**config.mk**
```make
export PLATFORM = sky130hd
export DESIGN_NAME = polyline_nearest_and_remaining_length_unit
export DESIGN_NICKNAME = d
export VERILOG_FILES = /design/src/design/pnrl_pkg.sv /design/src/design/polyline_nearest_and_remaining_length_unit.sv
export SDC_FILE = /design/constraint.sdc
export NUM_CORES = 2
export LEC_CHECK = 0
export ABC_AREA = 0
export BUFFER_PORTS_ARGS = -buffer_cell sky130_fd_sc_hd__buf_2
export CORE_ASPECT_RATIO = 1.2
export CORE_UTILIZATION = 55
export CTS_CLUSTER_SIZE = 10
export DETAILED_ROUTE_END_ITERATION = 6
export GPL_ROUTABILITY_DRIVEN = 0
export HOLD_SLACK_MARGIN = 0.12
export PLACE_DENSITY_LB_ADDON = 0.2
export SYNTH_ARGS = -nofsm -noshare
export SYNTH_HDL_FRONTEND = slang
export SYNTH_SLANG_ARGS = --single-unit
```
**constraint.sdc**
```tcl
create_clock -name clock -period 8.6 [get_ports clock]
set_input_delay 0.43 -clock clock [delete_from_list [all_inputs] [get_ports clock]]
set_output_delay 0.43 -clock clock [all_outputs]
set_load 0.02 [all_outputs]
```
**src/design/pnrl_pkg.sv**
```systemverilog
// ----------------------------------------------------------------------------
// pnrl_pkg: shared types and constants for the polyline nearest-point unit
// Sequencer states, operation codes and register indexes.
// ----------------------------------------------------------------------------
package pnrl_pkg;

   localparam int COORD_W = 16;
   localparam int DIST_W  = 17;
   localparam int LEN_W   = 24;
   localparam int IDX_W   = 6;

   localparam logic [1:0] CSR_QUERY_X     = 2'd0;
   localparam logic [1:0] CSR_QUERY_Y     = 2'd1;
   localparam logic [1:0] CSR_START_INDEX = 2'd2;

   typedef enum logic [2:0] {
      ST_IDLE,
      ST_SETUP,
      ST_MUL,
      ST_DIVLD,
      ST_DIV,
      ST_SQRT,
      ST_WB,
      ST_OUT
   } state_type;

   typedef enum logic [4:0] {
      OP_VX, OP_VY, OP_VSQ,
      OP_DX, OP_DY, OP_LSQ,
      OP_NX, OP_NY,
      OP_MX, OP_MY,
      OP_QX, OP_QY, OP_QSQ,
      OP_RX, OP_RY, OP_RSQ
   } op_type;

endpackage

```
**src/design/polyline_nearest_and_remaining_length_unit.sv**
```systemverilog
// ----------------------------------------------------------------------------
// polyline_nearest_and_remaining_length_unit
// Streams path vertices and reports the nearest segment, point and vertex to
// a query point together with total and remaining path lengths.
// ----------------------------------------------------------------------------
// Usage:
//   Program query_x, query_y and start_index on the csr port while idle.
//   Send vertices on req_*; req_last marks the final vertex of a path.
//   One item appears on rsp_* per path, after its last vertex is processed.
// Operation:
//   All arithmetic runs on one shared shift-add multiplier, one restoring
//   divider and one square-root recurrence, each operation framed by a
//   setup and a writeback step; a division also takes a load step. The
//   first vertex of a path only needs its distance to the query point;
//   later vertices add segment length and projection work, more when the
//   projection falls inside the segment and more again when the segment
//   becomes the nearest one. Vertices past MAX_POINTS are accepted but
//   only set the overflow flag. req_stall is high while busy.
// Output:
//   rsp_* is a register; a result waiting under rsp_stall does not block
//   the next path, only the emission of the following result.
// Reset:
//   Synchronous; clears state, CSRs, count, overflow, total, pending result.
// ----------------------------------------------------------------------------
module polyline_nearest_and_remaining_length_unit #(
   parameter int MAX_POINTS = 64
) (
   input  logic                                clock,
   input  logic                                reset,
   input  logic                                req_valid,
   output logic                                req_stall,
   input  logic signed [pnrl_pkg::COORD_W-1:0] req_vertex_x,
   input  logic signed [pnrl_pkg::COORD_W-1:0] req_vertex_y,
   input  logic                                req_last,
   output logic                                rsp_valid,
   input  logic                                rsp_stall,
   output logic [pnrl_pkg::LEN_W-1:0]          rsp_remaining_length,
   output logic [pnrl_pkg::LEN_W-1:0]          rsp_total_length,
   output logic [pnrl_pkg::DIST_W-1:0]         rsp_min_distance,
   output logic [pnrl_pkg::IDX_W-1:0]          rsp_segment_index,
   output logic signed [pnrl_pkg::COORD_W-1:0] rsp_nearest_x,
   output logic signed [pnrl_pkg::COORD_W-1:0] rsp_nearest_y,
   output logic [pnrl_pkg::IDX_W-1:0]          rsp_vertex_index,
   output logic                                rsp_has_segment,
   output logic                                rsp_overflow,
   input  logic                                csr_write_enable,
   input  logic [1:0]                          csr_index,
   input  logic [pnrl_pkg::COORD_W-1:0]        csr_data
);
   import pnrl_pkg::*;

   localparam int CW = $clog2(MAX_POINTS + 1);
   localparam int SW = (CW > IDX_W) ? CW : IDX_W;
   localparam logic [LEN_W-1:0] LEN_MAX = {LEN_W{1'b1}};

   function automatic logic [15:0] absdiff(input logic signed [15:0] a,
                                           input logic signed [15:0] b);
      logic signed [16:0] d;
      logic signed [16:0] m;
      d = {a[15], a} - {b[15], b};
      m = d[16] ? -d : d;
      return m[15:0];
   endfunction

   function automatic logic negdiff(input logic signed [15:0] a,
                                    input logic signed [15:0] b);
      logic signed [16:0] d;
      d = {a[15], a} - {b[15], b};
      return d[16];
   endfunction

   function automatic logic [LEN_W-1:0] satadd(input logic [LEN_W-1:0] a,
                                               input logic [DIST_W-1:0] b);
      logic [LEN_W:0] s;
      s = {1'b0, a} + {{(LEN_W + 1 - DIST_W){1'b0}}, b};
      return s[LEN_W] ? LEN_MAX : s[LEN_W-1:0];
   endfunction

   state_type state_ff, state_in;
   op_type    op_ff, op_in;

   logic signed [15:0] qx_ff, qx_in, qy_ff, qy_in;
   logic [IDX_W-1:0]   start_ff, start_in;

   logic signed [15:0] vx_ff, vx_in, vy_ff, vy_in;
   logic               last_ff, last_in;

   logic signed [15:0] prev_x_ff, prev_x_in, prev_y_ff, prev_y_in;
   logic [CW-1:0]      cnt_ff, cnt_in;
   logic               over_ff, over_in;
   logic [DIST_W-1:0]  best_dist_ff, best_dist_in;
   logic [IDX_W-1:0]   best_seg_ff, best_seg_in;
   logic signed [15:0] bpx_ff, bpx_in, bpy_ff, bpy_in;
   logic [LEN_W-1:0]   rem_ff, rem_in, tot_ff, tot_in;
   logic [IDX_W-1:0]   bvert_ff, bvert_in;
   logic [DIST_W-1:0]  bvdist_ff, bvdist_in;

   logic [33:0]        l2_ff, l2_in;
   logic [32:0]        n_ff, n_in;
   logic [DIST_W-1:0]  seglen_ff, seglen_in;
   logic signed [15:0] px_ff, px_in, py_ff, py_in;

   logic signed [51:0] acc_ff, acc_in;
   logic [49:0]        ma_ff, ma_in;
   logic [15:0]        mb_ff, mb_in;
   logic               mneg_ff, mneg_in;
   logic [4:0]         ucnt_ff, ucnt_in;

   logic [33:0]        dr_ff, dr_in;
   logic [16:0]        dn_ff, dn_in;
   logic [16:0]        q_ff, q_in;

   logic [33:0]        sx_ff, sx_in, sr_ff, sr_in, sbit_ff, sbit_in;

   logic                rsp_valid_ff, rsp_valid_in;
   logic [LEN_W-1:0]    rsp_rem_ff, rsp_rem_in, rsp_tot_ff, rsp_tot_in;
   logic [DIST_W-1:0]   rsp_dist_ff, rsp_dist_in;
   logic [IDX_W-1:0]    rsp_seg_ff, rsp_seg_in, rsp_vert_ff, rsp_vert_in;
   logic signed [15:0]  rsp_nx_ff, rsp_nx_in, rsp_ny_ff, rsp_ny_in;
   logic                rsp_has_ff, rsp_has_in, rsp_over_ff, rsp_over_in;

   logic [CW-1:0]       seg;
   logic [DIST_W-1:0]   sres;
   logic [34:0]         ssum;
   logic [34:0]         dt;
   logic [34:0]         dv;
   logic                dge;
   logic                accept;
   logic                fin;
   logic                has_seg;
   logic signed [17:0]  pq;

   assign seg    = cnt_ff - CW'(1);
   assign sres   = sr_ff[16:0] + 17'(sx_ff > sr_ff);
   assign ssum   = {1'b0, sr_ff} + {1'b0, sbit_ff};
   assign dt     = {dr_ff, dn_ff[16]};
   assign dv     = {l2_ff, 1'b0};
   assign dge    = dt >= dv;
   assign accept = req_valid && !req_stall;
   assign has_seg = cnt_ff >= CW'(2);

   always_ff @(posedge clock) begin
      if (reset) begin
         state_ff <= ST_IDLE;
      end else begin
         state_ff <= state_in;
      end
   end

   always_comb begin
      state_in     = state_ff;
      op_in        = op_ff;
      qx_in        = qx_ff;
      qy_in        = qy_ff;
      start_in     = start_ff;
      vx_in        = vx_ff;
      vy_in        = vy_ff;
      last_in      = last_ff;
      prev_x_in    = prev_x_ff;
      prev_y_in    = prev_y_ff;
      cnt_in       = cnt_ff;
      over_in      = over_ff;
      best_dist_in = best_dist_ff;
      best_seg_in  = best_seg_ff;
      bpx_in       = bpx_ff;
      bpy_in       = bpy_ff;
      rem_in       = rem_ff;
      tot_in       = tot_ff;
      bvert_in     = bvert_ff;
      bvdist_in    = bvdist_ff;
      l2_in        = l2_ff;
      n_in         = n_ff;
      seglen_in    = seglen_ff;
      px_in        = px_ff;
      py_in        = py_ff;
      acc_in       = acc_ff;
      ma_in        = ma_ff;
      mb_in        = mb_ff;
      mneg_in      = mneg_ff;
      ucnt_in      = ucnt_ff;
      dr_in        = dr_ff;
      dn_in        = dn_ff;
      q_in         = q_ff;
      sx_in        = sx_ff;
      sr_in        = sr_ff;
      sbit_in      = sbit_ff;
      rsp_valid_in = rsp_valid_ff && rsp_stall;
      rsp_rem_in   = rsp_rem_ff;
      rsp_tot_in   = rsp_tot_ff;
      rsp_dist_in  = rsp_dist_ff;
      rsp_seg_in   = rsp_seg_ff;
      rsp_vert_in  = rsp_vert_ff;
      rsp_nx_in    = rsp_nx_ff;
      rsp_ny_in    = rsp_ny_ff;
      rsp_has_in   = rsp_has_ff;
      rsp_over_in  = rsp_over_ff;
      fin          = 1'b0;
      pq           = '0;
      req_stall    = state_ff != ST_IDLE;

      if (csr_write_enable) begin
         case (csr_index)
            CSR_QUERY_X:     qx_in = csr_data;
            CSR_QUERY_Y:     qy_in = csr_data;
            CSR_START_INDEX: start_in = csr_data[IDX_W-1:0];
            default: ;
         endcase
      end

      case (state_ff)
         ST_IDLE: begin
            if (accept) begin
               vx_in   = req_vertex_x;
               vy_in   = req_vertex_y;
               last_in = req_last;
               if (cnt_ff == CW'(MAX_POINTS)) begin
                  over_in  = 1'b1;
                  state_in = req_last ? ST_OUT : ST_IDLE;
               end else begin
                  op_in    = OP_VX;
                  state_in = ST_SETUP;
               end
            end
         end
         ST_SETUP: begin
            acc_in   = '0;
            mneg_in  = 1'b0;
            ucnt_in  = '0;
            sr_in    = '0;
            sbit_in  = 34'(1) << 32;
            sx_in    = acc_ff[33:0];
            state_in = ST_MUL;
            case (op_ff)
               OP_VX: begin
                  ma_in = 50'(absdiff(vx_ff, qx_ff));
                  mb_in = absdiff(vx_ff, qx_ff);
               end
               OP_VY: begin
                  acc_in = acc_ff;
                  ma_in  = 50'(absdiff(vy_ff, qy_ff));
                  mb_in  = absdiff(vy_ff, qy_ff);
               end
               OP_DX: begin
                  ma_in = 50'(absdiff(vx_ff, prev_x_ff));
                  mb_in = absdiff(vx_ff, prev_x_ff);
               end
               OP_DY: begin
                  acc_in = acc_ff;
                  ma_in  = 50'(absdiff(vy_ff, prev_y_ff));
                  mb_in  = absdiff(vy_ff, prev_y_ff);
               end
               OP_NX: begin
                  ma_in   = 50'(absdiff(qx_ff, prev_x_ff));
                  mb_in   = absdiff(vx_ff, prev_x_ff);
                  mneg_in = negdiff(qx_ff, prev_x_ff) ^ negdiff(vx_ff, prev_x_ff);
               end
               OP_NY: begin
                  acc_in  = acc_ff;
                  ma_in   = 50'(absdiff(qy_ff, prev_y_ff));
                  mb_in   = absdiff(vy_ff, prev_y_ff);
                  mneg_in = negdiff(qy_ff, prev_y_ff) ^ negdiff(vy_ff, prev_y_ff);
               end
               OP_MX: begin
                  acc_in = 52'(l2_ff);
                  ma_in  = 50'({n_ff, 1'b0});
                  mb_in  = absdiff(vx_ff, prev_x_ff);
               end
               OP_MY: begin
                  acc_in = 52'(l2_ff);
                  ma_in  = 50'({n_ff, 1'b0});
                  mb_in  = absdiff(vy_ff, prev_y_ff);
               end
               OP_QX: begin
                  ma_in = 50'(absdiff(px_ff, qx_ff));
                  mb_in = absdiff(px_ff, qx_ff);
               end
               OP_QY: begin
                  acc_in = acc_ff;
                  ma_in  = 50'(absdiff(py_ff, qy_ff));
                  mb_in  = absdiff(py_ff, qy_ff);
               end
               OP_RX: begin
                  ma_in = 50'(absdiff(px_ff, vx_ff));
                  mb_in = absdiff(px_ff, vx_ff);
               end
               OP_RY: begin
                  acc_in = acc_ff;
                  ma_in  = 50'(absdiff(py_ff, vy_ff));
                  mb_in  = absdiff(py_ff, vy_ff);
               end
               OP_LSQ: begin
                  sx_in    = l2_ff;
                  state_in = ST_SQRT;
               end
               default: begin
                  // root of the accumulated square sum
                  state_in = ST_SQRT;
               end
            endcase
         end
         ST_MUL: begin
            if (mb_ff[0]) begin
               acc_in = mneg_ff ? acc_ff - $signed({2'b00, ma_ff})
                                : acc_ff + $signed({2'b00, ma_ff});
            end
            ma_in   = ma_ff << 1;
            mb_in   = mb_ff >> 1;
            ucnt_in = ucnt_ff + 5'd1;
            if (ucnt_ff == 5'd15) begin
               state_in = (op_ff == OP_MX || op_ff == OP_MY) ? ST_DIVLD : ST_WB;
            end
         end
         ST_DIVLD: begin
            dr_in    = acc_ff[50:17];
            dn_in    = acc_ff[16:0];
            q_in     = '0;
            ucnt_in  = '0;
            state_in = ST_DIV;
         end
         ST_DIV: begin
            dr_in   = dge ? 34'(dt - dv) : dt[33:0];
            q_in    = {q_ff[15:0], dge};
            dn_in   = dn_ff << 1;
            ucnt_in = ucnt_ff + 5'd1;
            if (ucnt_ff == 5'd16) begin
               state_in = ST_WB;
            end
         end
         ST_SQRT: begin
            if ({1'b0, sx_ff} >= ssum) begin
               sx_in = 34'({1'b0, sx_ff} - ssum);
               sr_in = (sr_ff >> 1) + sbit_ff;
            end else begin
               sr_in = sr_ff >> 1;
            end
            sbit_in = sbit_ff >> 2;
            if (sbit_ff[0]) begin
               state_in = ST_WB;
            end
         end
         ST_WB: begin
            state_in = ST_SETUP;
            case (op_ff)
               OP_VX: op_in = OP_VY;
               OP_VY: op_in = OP_VSQ;
               OP_VSQ: begin
                  if (cnt_ff == '0 || sres < bvdist_ff) begin
                     bvert_in  = IDX_W'(cnt_ff);
                     bvdist_in = sres;
                  end
                  if (cnt_ff == '0) begin
                     fin = 1'b1;
                  end else begin
                     op_in = OP_DX;
                  end
               end
               OP_DX: op_in = OP_DY;
               OP_DY: begin
                  l2_in = acc_ff[33:0];
                  op_in = OP_LSQ;
               end
               OP_LSQ: begin
                  seglen_in = sres;
                  if (SW'(seg) >= SW'(start_ff)) begin
                     tot_in = satadd(tot_ff, sres);
                  end
                  op_in = OP_NX;
               end
               OP_NX: op_in = OP_NY;
               OP_NY: begin
                  n_in = acc_ff[32:0];
                  if (l2_ff == '0 || acc_ff[51] || acc_ff == '0) begin
                     px_in = prev_x_ff;
                     py_in = prev_y_ff;
                     op_in = OP_QX;
                  end else if (acc_ff >= $signed(52'(l2_ff))) begin
                     px_in = vx_ff;
                     py_in = vy_ff;
                     op_in = OP_QX;
                  end else begin
                     op_in = OP_MX;
                  end
               end
               OP_MX: begin
                  pq = negdiff(vx_ff, prev_x_ff)
                     ? {{2{prev_x_ff[15]}}, prev_x_ff} - $signed({1'b0, q_ff})
                     : {{2{prev_x_ff[15]}}, prev_x_ff} + $signed({1'b0, q_ff});
                  px_in = pq[15:0];
                  op_in = OP_MY;
               end
               OP_MY: begin
                  pq = negdiff(vy_ff, prev_y_ff)
                     ? {{2{prev_y_ff[15]}}, prev_y_ff} - $signed({1'b0, q_ff})
                     : {{2{prev_y_ff[15]}}, prev_y_ff} + $signed({1'b0, q_ff});
                  py_in = pq[15:0];
                  op_in = OP_QX;
               end
               OP_QX: op_in = OP_QY;
               OP_QY: op_in = OP_QSQ;
               OP_QSQ: begin
                  if (seg == '0 || sres < best_dist_ff) begin
                     best_dist_in = sres;
                     best_seg_in  = IDX_W'(seg);
                     bpx_in       = px_ff;
                     bpy_in       = py_ff;
                     op_in        = OP_RX;
                  end else begin
                     rem_in = satadd(rem_ff, seglen_ff);
                     fin    = 1'b1;
                  end
               end
               OP_RX: op_in = OP_RY;
               OP_RY: op_in = OP_RSQ;
               default: begin
                  rem_in = LEN_W'(sres);
                  fin    = 1'b1;
               end
            endcase
            if (fin) begin
               prev_x_in = vx_ff;
               prev_y_in = vy_ff;
               cnt_in    = cnt_ff + CW'(1);
               state_in  = last_ff ? ST_OUT : ST_IDLE;
            end
         end
         ST_OUT: begin
            if (!rsp_valid_ff || !rsp_stall) begin
               rsp_valid_in = 1'b1;
               rsp_rem_in   = has_seg ? rem_ff : '0;
               rsp_tot_in   = tot_ff;
               rsp_dist_in  = has_seg ? best_dist_ff : '0;
               rsp_seg_in   = has_seg ? best_seg_ff : '0;
               rsp_nx_in    = has_seg ? bpx_ff : '0;
               rsp_ny_in    = has_seg ? bpy_ff : '0;
               rsp_vert_in  = bvert_ff;
               rsp_has_in   = has_seg;
               rsp_over_in  = over_ff;
               cnt_in       = '0;
               over_in      = 1'b0;
               tot_in       = '0;
               state_in     = ST_IDLE;
            end
         end
         default: state_in = ST_IDLE;
      endcase
   end

   always_ff @(posedge clock) begin
      if (reset) begin
         op_ff        <= OP_VX;
         qx_ff        <= '0;
         qy_ff        <= '0;
         start_ff     <= '0;
         cnt_ff       <= '0;
         over_ff      <= 1'b0;
         tot_ff       <= '0;
         rsp_valid_ff <= 1'b0;
      end else begin
         op_ff        <= op_in;
         qx_ff        <= qx_in;
         qy_ff        <= qy_in;
         start_ff     <= start_in;
         cnt_ff       <= cnt_in;
         over_ff      <= over_in;
         tot_ff       <= tot_in;
         rsp_valid_ff <= rsp_valid_in;
      end
   end

   always_ff @(posedge clock) begin
      vx_ff        <= vx_in;
      vy_ff        <= vy_in;
      last_ff      <= last_in;
      prev_x_ff    <= prev_x_in;
      prev_y_ff    <= prev_y_in;
      best_dist_ff <= best_dist_in;
      best_seg_ff  <= best_seg_in;
      bpx_ff       <= bpx_in;
      bpy_ff       <= bpy_in;
      rem_ff       <= rem_in;
      bvert_ff     <= bvert_in;
      bvdist_ff    <= bvdist_in;
      l2_ff        <= l2_in;
      n_ff         <= n_in;
      seglen_ff    <= seglen_in;
      px_ff        <= px_in;
      py_ff        <= py_in;
      acc_ff       <= acc_in;
      ma_ff        <= ma_in;
      mb_ff        <= mb_in;
      mneg_ff      <= mneg_in;
      ucnt_ff      <= ucnt_in;
      dr_ff        <= dr_in;
      dn_ff        <= dn_in;
      q_ff         <= q_in;
      sx_ff        <= sx_in;
      sr_ff        <= sr_in;
      sbit_ff      <= sbit_in;
      rsp_rem_ff   <= rsp_rem_in;
      rsp_tot_ff   <= rsp_tot_in;
      rsp_dist_ff  <= rsp_dist_in;
      rsp_seg_ff   <= rsp_seg_in;
      rsp_vert_ff  <= rsp_vert_in;
      rsp_nx_ff    <= rsp_nx_in;
      rsp_ny_ff    <= rsp_ny_in;
      rsp_has_ff   <= rsp_has_in;
      rsp_over_ff  <= rsp_over_in;
   end

   assign rsp_valid            = rsp_valid_ff;
   assign rsp_remaining_length = rsp_rem_ff;
   assign rsp_total_length     = rsp_tot_ff;
   assign rsp_min_distance     = rsp_dist_ff;
   assign rsp_segment_index    = rsp_seg_ff;
   assign rsp_nearest_x        = rsp_nx_ff;
   assign rsp_nearest_y        = rsp_ny_ff;
   assign rsp_vertex_index     = rsp_vert_ff;
   assign rsp_has_segment      = rsp_has_ff;
   assign rsp_overflow         = rsp_over_ff;

   a_count_bound: assert property (@(posedge clock) disable iff (reset)
      cnt_ff <= CW'(MAX_POINTS))
      else $error("vertex count beyond limit");

   a_root_bit: assert property (@(posedge clock) disable iff (reset)
      state_ff == ST_SQRT |-> $onehot(sbit_ff))
      else $error("square root bit lost");

   a_no_segment: assert property (@(posedge clock) disable iff (reset)
      rsp_valid && !rsp_has_segment |->
         rsp_min_distance == '0 && rsp_remaining_length == '0)
      else $error("segment fields set without a segment");

endmodule
```
==> qor.txt <==
clk sinks -> 748
placed inst area -> 58800 um^2
Arr. time, crit path -> 7.58 ns
DR vias -> 48000
Post-Syn Area -> 56500 um^2
reg2reg start -> sr_ff[1]
Mean Syn Cell Area -> 9.28 um^2
number of H-tree levels -> 3
status -> finished with violations
die area -> 104000 um^2
slowest CP cell -> nand2_2
CP Max Fanout -> 33
crit share post-route -> 0.814
clock skew -> 0.0337 ns
drt total wl -> 167 mm
Routed Antenna Nets -> 0
RSZ-0062 raised after global routing -> no
DRT Pass-1 Iters -> 7
Top Ports -> 169
Max Cap Viol -> 0
fin area -> 62000 um^2
number of buffers created by CTS -> 89
failing checks -> DRC
via count of the first global-routing pass -> 45000
DRC violations left -> 1
max-slew violations -> 0
TritonCTS clock tree -> yes
power per standard cell area -> 277 nW/um^2
Placeable Area -> 102000 um^2
Slew headroom -> 0.134
CTS Root Cell -> clkbuf_16
fin crit period -> 7.00 ns
post-DP HPWL -> 127 mm
layout cells sized above 1 -> 0.0686
setup TNS -> 0 ns
I/O Buffers -> 168
largest net degree at the start of global routing -> 82
clk_lat worst skew -> 0.72 ns
Worst Setup SP -> sr_ff[1]
critical path endpoint -> state_ff[2]
Fmax achieved -> 143 MHz
Clk pin slew, worst setup/hold paths -> 0.06 ns
max incr delay on CP -> 0.81 ns
initial core utilization -> 0.555
Overall Global Routing Usage -> 0.315
syn_nets -> 6666
Hold Vio Cnt, Final -> 0
FF+latch count, synth -> 748
Final Core Density -> 0.610
WL/cell -> 21.7 um
Crit. End Element -> register
WHS -> 0.206 ns
worst r2r path cells -> 28
Site Rows -> 128
reg-to-reg endpoint -> state_ff[2]
Max VDD drop -> 0.000258 V
Async SR Flop Fraction -> 0
main flop type after synthesis -> edfxtp_1
register area share after synthesis -> 0.384
commonest non-fill, non-tap cell in the layout -> edfxtp_1
# nets final -> 6833
initial drt markers -> 4739
Hold Path Class -> in -> reg
Synth Instances -> 6086
first-pass GRT wire length -> 257 mm
synthesis-to-finish area growth -> 9.76%
total global routing overflow -> 0
initial antenna violation count -> 4
EDFF count, synth -> 670
Unique masters post-synth -> 100
most frequent cells in the layout -> 670 x edfxtp_1, 541 x nand2_1, 507 x ha_1
Lkg Pwr -> 0.0244 uW
final setup fails -> 0
Die W -> 295 um
maximum root-to-sink buffer count -> 3
Worst path most repeated cell -> o21a_1
Die H -> 353 um
WP data required -> 9.18 ns
overall power -> 17100 uW
Setup Fix Bufs, Post-CTS -> 0
Vias/cell -> 6.25
Critical Setup Path Class -> reg -> reg
CP Launch Type -> register
post-CTS sizing -> 0
Reg2Reg Setup Slack -> 1.60 ns
Synth Warn # -> 0
pin slew with the least headroom to its limit -> 1.29 ns
-- registers in the layout, indices dropped and copies added, names as in the netlist, 17 cells and up --
signal	count
acc_ff	52
best_dist_ff	17
bvdist_ff	17
dn_ff	17
dr_ff	34
l2_ff	34
ma_ff	50
n_ff	33
rem_ff	24
rsp_min_distance	17
rsp_remaining_length	24
rsp_total_length	24
sbit_ff	17
seglen_ff	17
sr_ff	34
sx_ff	34
tot_ff	24
-- cell usage after synthesis (70+ instances only) --
cell        n  area [um^2]
a21o_1    160         1200
a21oi_1   472         2360
a31oi_1    99          619
and2_1    115          719
and3_1     82          513
clkbuf_1  172          646
dfxtp_1    78         1560
edfxtp_1  670        20100
ha_1      507         6340
inv_1     368         1380
mux2i_1    79          791
nand2_1   545         2050
nand2b_1   75          469
nand3_1    94          470
nor2_1    485         1820
nor2b_1    70          438
nor3_1    137          686
o21a_1     73          548
o21ai_0   364         1820
or3_1      76          475
xnor2_1   343         3000
xor2_1    165         1450
-- worst max-delay path: cells and delay by family, from the launching register on --
family	cells	cell delay, ns
compound gates	13	2.21
xor+xnor	1	0.16
fa+ha+maj	4	0.98
buf+inv	2	0.26
flops	1	0.48
simple gates	8	2.80
-- stage by stage --
stage | setup WS [ns] | std cells
after floorplan | 2.18 | 6086
after global placement | 1.86 | 7476
after detailed placement | 1.68 | 7476
after CTS | 1.63 | 7674
after global routing | 0.924 | 7674
final | 1.60 | 7675
-- kinds of logic after synthesis --
logic type	share of synthesized area
AND/OR/NAND/NOR	0.167
AO/OA/AOI/OAI	0.199
flip-flops	0.384
buffers and inverters	0.0380
adder cells (fa/ha/maj)	0.118
XOR/XNOR	0.0788
multiplexers	0.0152
-- metal layers --
metal,GRT usage,vias to the layer above,part of all wire
met4,0.175,4,0.059
met1,0.426,22600,0.42
li1,-,22900,-
met5,0,-,0.00016
met3,0.0466,425,0.082
met2,0.485,2062,0.44
-- worst min-delay path by stage --
stage                          endpoint  cells after the start    startpoint  slack, ns
floorplan           rsp_vertex_index[0]                      0   bvert_ff[0]       0.40
global placement    rsp_vertex_index[0]                      0   bvert_ff[0]       0.40
detailed placement  rsp_vertex_index[1]                      0   bvert_ff[1]       0.41
CTS                            qx_ff[2]                      4  csr_index[0]       0.17
global route                   qx_ff[2]                      4  csr_index[0]       0.24
finish                         qx_ff[2]                      4  csr_index[0]       0.21
-- area by class of cell --
cell class | count | area [um^2]
timing repair buffer | 270 | 1730
fill | 8631 | 39700
tap | 1365 | 1710
inverter | 370 | 1390
clock inverter | 21 | 277
sequential | 748 | 21700
multi-input combinational | 4774 | 32800
antenna | 1 | 2.50
clock buffer | 126 | 2380
-- what timing repair did --
action                                 CTS  global route
setup endpoints to repair                0             0
endpoints found under the hold margin   69             0
hold buffers                            51             0
-- power breakdown --
| part | internal (uW) | switching (uW) |
|---|---|---|
| clock network | 1960 | 1600 |
| registers | 4880 | 707 |
| logic | 3130 | 4870 |
| total | 9970 | 7170 |
(Power assumes the default switching activity.)
